### src/hw/rtl/lst_pkg.sv
// ----------------------------------------------------------------------------
// lst_pkg
// Constants, operation and status codes, and the control bundle shared by
// the list cells and the top level.
// ----------------------------------------------------------------------------
package lst_pkg;

  localparam int DEPTH  = 16;
  localparam int CNT_W  = $clog2(DEPTH + 1);
  localparam int DATA_W = 32;
  localparam int FUNC_W = 3;
  localparam int STAT_W = 2;

  localparam logic [FUNC_W-1:0] FN_PUSH_FRONT = 3'd0;
  localparam logic [FUNC_W-1:0] FN_PUSH_BACK  = 3'd1;
  localparam logic [FUNC_W-1:0] FN_POP_FRONT  = 3'd2;
  localparam logic [FUNC_W-1:0] FN_POP_BACK   = 3'd3;
  localparam logic [FUNC_W-1:0] FN_REMOVE     = 3'd4;
  localparam logic [FUNC_W-1:0] FN_FIND       = 3'd5;
  localparam logic [FUNC_W-1:0] FN_CLEAR      = 3'd6;

  localparam logic [STAT_W-1:0] ST_OK    = 2'd0;
  localparam logic [STAT_W-1:0] ST_FULL  = 2'd1;
  localparam logic [STAT_W-1:0] ST_EMPTY = 2'd2;
  localparam logic [STAT_W-1:0] ST_MISS  = 2'd3;

  // broadcast to every cell; at most one operation bit is set
  typedef struct packed {
    logic                     push_front;
    logic                     push_back;
    logic                     pop_front;
    logic                     pop_back;
    logic                     remove;
    logic                     clear;
    logic signed [DATA_W-1:0] value;
  } lst_ctrl_t;

endpackage

### src/hw/rtl/lst_cell.sv
// ----------------------------------------------------------------------------
// lst_cell
// One list position: holds an entry and its occupied bit, compares against
// the broadcast value and shifts towards either neighbour.
// ----------------------------------------------------------------------------
module lst_cell (
  input  logic                             clk,
  input  logic                             rst,
  input  lst_pkg::lst_ctrl_t               ctrl,
  input  logic signed [lst_pkg::DATA_W-1:0] left_data,
  input  logic                             left_occ,
  input  logic signed [lst_pkg::DATA_W-1:0] right_data,
  input  logic                             right_occ,
  input  logic                             hit_in,
  output logic signed [lst_pkg::DATA_W-1:0] data,
  output logic                             occ,
  output logic                             hit_out
);
  import lst_pkg::*;

  logic match;

  assign match   = occ && (data == ctrl.value);
  assign hit_out = hit_in || match;

  // occupancy forms a thermometer from the front
  always_ff @(posedge clk) begin
    if (rst) begin
      occ <= 1'b0;
    end else begin
      priority if (ctrl.clear) begin
        occ <= 1'b0;
      end else if (ctrl.push_front) begin
        occ <= left_occ;
      end else if (ctrl.push_back) begin
        if (!occ && left_occ) begin
          occ <= 1'b1;
        end
      end else if (ctrl.pop_front || ctrl.pop_back || (ctrl.remove && hit_out)) begin
        occ <= right_occ;
      end else begin
        occ <= occ;
      end
    end
  end

  always_ff @(posedge clk) begin
    priority if (ctrl.push_front) begin
      data <= left_data;
    end else if (ctrl.push_back && !occ && left_occ) begin
      data <= ctrl.value;
    end else if (ctrl.pop_front || (ctrl.remove && hit_out)) begin
      data <= right_data;
    end else begin
      data <= data;
    end
  end

endmodule

### src/hw/rtl/bounded_list_with_search.sv
// ----------------------------------------------------------------------------
// bounded_list_with_search
// Ordered list of signed 32-bit entries in a row of shifting cells.
// ----------------------------------------------------------------------------
// Usage:
//   Command side: drive func and value with start high; the item is taken
//   at the clock edge where start is high and busy is low. busy stays low,
//   so one item may be issued every cycle.
//   Result side: in the cycle after the item is taken, valid pulses for a
//   single cycle with found, count, is_empty and status. The receiver must
//   take it then; there is no way to hold a result back.
//   Throughput is one item per cycle. The whole item is settled in the
//   cycle it is taken by the cell row: every cell compares its entry
//   with value at once, a first-match flag ripples from front to back, and
//   each cell then loads itself, a neighbour's entry or the new value.
//   Reset clears the occupied bit of every cell and the entry count; entry
//   contents are left as they are and only become visible once written.
//   Pushes into a full list are dropped with status full; pops and removes
//   on an empty list change nothing and report status empty.
// ----------------------------------------------------------------------------
module bounded_list_with_search (
  input  logic                              clk,
  input  logic                              rst,
  input  logic                              start,
  output logic                              busy,
  input  logic [lst_pkg::FUNC_W-1:0]        func,
  input  logic signed [lst_pkg::DATA_W-1:0] value,
  output logic                              valid,
  output logic                              found,
  output logic [lst_pkg::CNT_W-1:0]         count,
  output logic                              is_empty,
  output logic [lst_pkg::STAT_W-1:0]        status
);
  import lst_pkg::*;

  logic                     accept;
  logic                     list_empty;
  logic                     list_full;
  lst_ctrl_t                ctrl;
  logic signed [DATA_W-1:0] cell_data [DEPTH];
  logic                     cell_occ  [DEPTH];
  logic                     hit       [DEPTH+1];
  logic [CNT_W-1:0]         entry_count;
  logic [CNT_W-1:0]         entry_count_next;
  logic                     found_next;
  logic [STAT_W-1:0]        status_next;

  // every item completes in its accept cycle, so never hold the sender off
  assign busy   = 1'b0;
  assign accept = start && !busy;

  assign list_empty = (entry_count == '0);
  assign list_full  = (entry_count == CNT_W'(DEPTH));

  // decode the item into the broadcast bundle; drop illegal pushes and pops here
  always_comb begin
    ctrl            = '0;
    ctrl.value      = value;
    if (accept) begin
      ctrl.push_front = (func == FN_PUSH_FRONT) && !list_full;
      ctrl.push_back  = (func == FN_PUSH_BACK)  && !list_full;
      ctrl.pop_front  = (func == FN_POP_FRONT)  && !list_empty;
      ctrl.pop_back   = (func == FN_POP_BACK)   && !list_empty;
      ctrl.remove     = (func == FN_REMOVE);
      ctrl.clear      = (func == FN_CLEAR);
    end
  end

  // first-match flag enters at the front with nothing seen
  assign hit[0] = 1'b0;

  for (genvar i = 0; i < DEPTH; i++) begin : g_row
    logic signed [DATA_W-1:0] left_data;
    logic                     left_occ;
    logic signed [DATA_W-1:0] right_data;
    logic                     right_occ;

    if (i == 0) begin : g_front
      // front cell takes the new value on push front and sees an occupied left
      assign left_data = value;
      assign left_occ  = 1'b1;
    end else begin : g_mid
      assign left_data = cell_data[i-1];
      assign left_occ  = cell_occ[i-1];
    end

    if (i == DEPTH - 1) begin : g_back
      assign right_data = '0;
      assign right_occ  = 1'b0;
    end else begin : g_inner
      assign right_data = cell_data[i+1];
      assign right_occ  = cell_occ[i+1];
    end

    lst_cell u_cell (
      .clk        (clk),
      .rst        (rst),
      .ctrl       (ctrl),
      .left_data  (left_data),
      .left_occ   (left_occ),
      .right_data (right_data),
      .right_occ  (right_occ),
      .hit_in     (hit[i]),
      .data       (cell_data[i]),
      .occ        (cell_occ[i]),
      .hit_out    (hit[i+1])
    );
  end

  // count and status for the item being taken
  always_comb begin
    entry_count_next = entry_count;
    found_next       = 1'b0;
    status_next      = ST_OK;
    unique case (func)
      FN_PUSH_FRONT, FN_PUSH_BACK: begin
        if (list_full) begin
          status_next = ST_FULL;
        end else begin
          entry_count_next = entry_count + CNT_W'(1);
        end
      end
      FN_POP_FRONT, FN_POP_BACK: begin
        if (list_empty) begin
          status_next = ST_EMPTY;
        end else begin
          entry_count_next = entry_count - CNT_W'(1);
        end
      end
      FN_REMOVE: begin
        priority if (list_empty) begin
          status_next = ST_EMPTY;
        end else if (hit[DEPTH]) begin
          found_next       = 1'b1;
          entry_count_next = entry_count - CNT_W'(1);
        end else begin
          status_next = ST_MISS;
        end
      end
      FN_FIND: begin
        if (hit[DEPTH]) begin
          found_next = 1'b1;
        end else begin
          status_next = ST_MISS;
        end
      end
      FN_CLEAR: begin
        entry_count_next = '0;
      end
      default: begin
        // unused code: change nothing, report ok
      end
    endcase
  end

  always_ff @(posedge clk) begin
    if (rst) begin
      entry_count <= '0;
      valid       <= 1'b0;
    end else begin
      valid <= accept;
      if (accept) begin
        entry_count <= entry_count_next;
      end
    end
  end

  // result payload: hold until the next item overwrites it
  always_ff @(posedge clk) begin
    if (accept) begin
      found    <= found_next;
      count    <= entry_count_next;
      is_empty <= (entry_count_next == '0);
      status   <= status_next;
    end
  end

endmodule

### config.mk
export PLATFORM = sky130hd
export DESIGN_NAME = bounded_list_with_search
export DESIGN_NICKNAME = d
export VERILOG_FILES = /design/src/hw/rtl/lst_pkg.sv /design/src/hw/rtl/lst_cell.sv /design/src/hw/rtl/bounded_list_with_search.sv
export SDC_FILE = /design/constraint.sdc
export NUM_CORES = 2
export LEC_CHECK = 0
export ABC_AREA = 0
export BUFFER_PORTS_ARGS = -buffer_cell sky130_fd_sc_hd__buf_2
export CAP_MARGIN = 20
export CORE_UTILIZATION = 40
export DETAILED_ROUTE_END_ITERATION = 10
export PLACE_DENSITY = 0.57
export SLEW_MARGIN = 20
export SYNTH_ARGS = -nofsm -noshare
export SYNTH_HDL_FRONTEND = slang
export SYNTH_SLANG_ARGS = --single-unit
### constraint.sdc
create_clock -name clk -period 5.95 [get_ports clk]
set_input_delay 0.8925 -clock clk [delete_from_list [all_inputs] [get_ports clk]]
set_output_delay 0.8925 -clock clk [all_outputs]
set_load 0.05 [all_outputs]
==> impl_results.md <==
- Count leader, synth: edfxtp_1
- Drt drc: 0
- Met2 Use GR: 47.43%
- EDFF count, synth: 521
- P_leak: 0.01137 uW
- # nets final: between 3000 and 4000
- Worst-path fanout max: 32
- Final Cycle Share: about 79%
- Post-CTS setup buffer count: 0
- PD cells: 250.1 nW/um^2
- Largest cells by area after synthesis: edfxtp_1 (44%), mux2i_1 (13%), xor2_1 (9.7%), o21ai_0 (6.6%), nand2_1 (5.3%)
- Die H: roughly 300 um
- Vias in the first global route: roughly 27000
- Synthesized area: 35680 sq um
- Max clock buf depth: 3
- Worst vdd ir: 0.2315 mV
- Dominant synthesized flop cell: edfxtp_1
- Synth cell types: 73
- Most Crowded Layer GR: met2
- Cell count after synthesis: 3480
- Yosys reg bits: ~540
- Max_cap viols: 0
- Detailed Place HPWL: 97.24 mm
- Commonest cells post-synth: edfxtp_1 (521), nand2_1 (507), o21ai_0 (468)
- Gr ovfl total: 0
- Total global-route track usage: just under 30%
- Drt first pass iters: 5
- Final antenna-violating net count: 0
- FP Rows: 109
- DR WL/cell: 29.36 um
- Root buf cell: clkbuf_16
- Synth Net Count: 3520
- Non-filler cells in the finished layout: 4590
- Diode count: 0
- Starting Density: 40.37%
- IO buf count: 47
- Asr flop ratio synth: 0%
- CTS Buf Count: about 70
- CORE AREA: ~88000 sq um
- Setup repair after global routing missed its margin: false
- Yosys warning count: 0
- Clock tree from TritonCTS: yes
- Max-Slew Margin vs Limit: between 20% and 30%
- Clock Latency Late Sink: 0.65 ns
- Worst EP required: 6.26 ns
- CTS H-tree depth: 3
- Clk sinks: 543
- Max-slew violation count: 0
- Met3 Track Usage GR: 3.882%
- RD Place Congestion: 0.9898
- Fmax: 0.2116 GHz
- Worst-margin pin slew: 1.144 ns
- Startpoint Class: input port
- Layout area overhead: 8.455%
- DP Cell Count: between 4000 and 5000
- Data arrival, critical path: about 5 ns
- Die W: between 300 and 400 um
- Final WL: between 100 and 150 mm
- Routed vias: 27870
- Hold Path Class: input port to flop
- Tmin final: 4.725 ns
- Final setup fails: 0
- Fraction of layout cells with a size suffix above 1: under 10%
- Initial antenna violation count: 1
- Mean Syn Cell Area: slightly above 10 sq um
- Die area: ~90000 sq um
- Top-level I/O count: 49
- DRT iter0 DRCs: 3036
- Cell taking the most area after synthesis: edfxtp_1
- TNS Setup: 0 ns
- Global-route wire length before repair: 194.7 mm
- Hold Buf Count CTS: 0
- WS Path Type: input port to flop
- Critical path endpoint category: flop
- Largest net degree at the start of global routing: 184
- Met1 usage: 40.04%
- Final hold vios: 0
- CTS clk-pin slew, worst paths: 0.06 ns
- Clock Skews: 0.03788 ns
- Routed vias/inst: approximately 6.1
- CTS resizes: 0
- Area share of the largest cell type after synthesis: 43.85%
- Status: completed
- Seq/Total Area, Yosys: 45.08%
## metrics by stage
stage / total power [uW] / hold WS [ns] / worst slack, ns / cell area, sq um / utilization, %
global route: 9912 / 0.5793 / 1.314 / 38700 / 43.79
global placement: 5688 / 0.5523 / 0.7187 / 36610 / 41.42
finish: 9679 / 0.5728 / 1.225 / 38700 / 43.79
detailed placement: 5686 / 0.5675 / 0.7784 / 36610 / 41.42
floorplan: 5260 / 0.4853 / 0.6188 / 35680 / -
CTS: 9699 / 0.5562 / 1.394 / 38680 / 43.76
## critical path, cell delays in order
cell and delay (ns):
buf_2 0.68, buf_4 0.28, xor2_1 0.40, nor3_1 0.09
and3_1 0.20, or4b_1 0.21, nand4_2 0.41, nor3_1 0.96
nand2_1 0.22, a211o_1 0.34, buf_4 0.27
## layout by cell type (no fill, tap or decap), types with 13 or more instances in the layout
cell,n
clkbuf_16,70
a21oi_1,32
inv_1,13
mux2_2,35
xor2_1,397
nor2_1,52
o21ai_0,462
nand4b_1,21
nor3_1,30
buf_4,86
nand2b_1,16
edfxtp_1,521
mux2i_1,451
nand4_1,67
or4_1,16
nand2_1,507
xnor2_1,116
dfxtp_1,22
buf_2,47
clkbuf_1,24
nor4_1,166
nand3_1,41
a22o_1,36
## sequential cells by signal (all words and copies together) (netlist names)
signal / cells
g_row.u_cell.data: 512
g_row.u_cell.occ: 16
count: 5
entry_count: 5
status: 2
found: 1
is_empty: 1
valid: 1
## path summary, 6_finish.rpt
check,start,to,slack [ns],cells past startpoint
max,value[3],g_row[10].u_cell.data[15]$_DFFE_PP_,1.22,11
min,rst,entry_count[2]$_SDFFE_PP0P_,0.57,2
max reg2reg,entry_count[1]$_SDFFE_PP0P_,g_row[9].u_cell.data[16]$_DFFE_PP_,1.77,11
min reg2reg,g_row[0].u_cell.data[4]$_DFFE_PP_,g_row[1].u_cell.data[4]$_DFFE_PP_,0.58,2
## per-layer routing
layer  wire length [um]  vias to the layer above  share of wire, %
met1              57280                    13950                43
met3               8713                      273               6.5
met2              62860                     1184                47
met5                 13                        -            0.0096
met4               5895                        2               4.4
li1                   -                    12460                 -
## power breakdown
part	switching [uW]	leakage, uW	internal [uW]
Combinational	795	0.00541	339
Clock	1750	0.00101	2300
Sequential	157	0.00495	4340
Total	2700	0.0114	6980
## logic make-up (layout without fill, tap and decap cells)
family / count (synthesis) / in the layout / synth area share, %
compound gates: 604 / 604 / 9.422
mux: 486 / 486 / 13.76
buf+inv: 333 / 278 / 5.109
simple gates: 998 / 998 / 13.96
other cells: 1 / 1 / 0.01051
fa+ha+maj: 2 / 2 / 0.07012
xor+xnor: 513 / 513 / 12.59
flops: 543 / 543 / 45.08
## area by class of cell
class,count,area [sq um]
inverters,13,48.80
clock inverters,26,230.2
repair buffers,145,1121
well taps,1165,1458
multi-input cells,2604,17910
fillers,8567,49680
flip-flops and latches,543,16090
clock buffers,94,1842
Note: power is estimated with default switching activity, not from simulation.
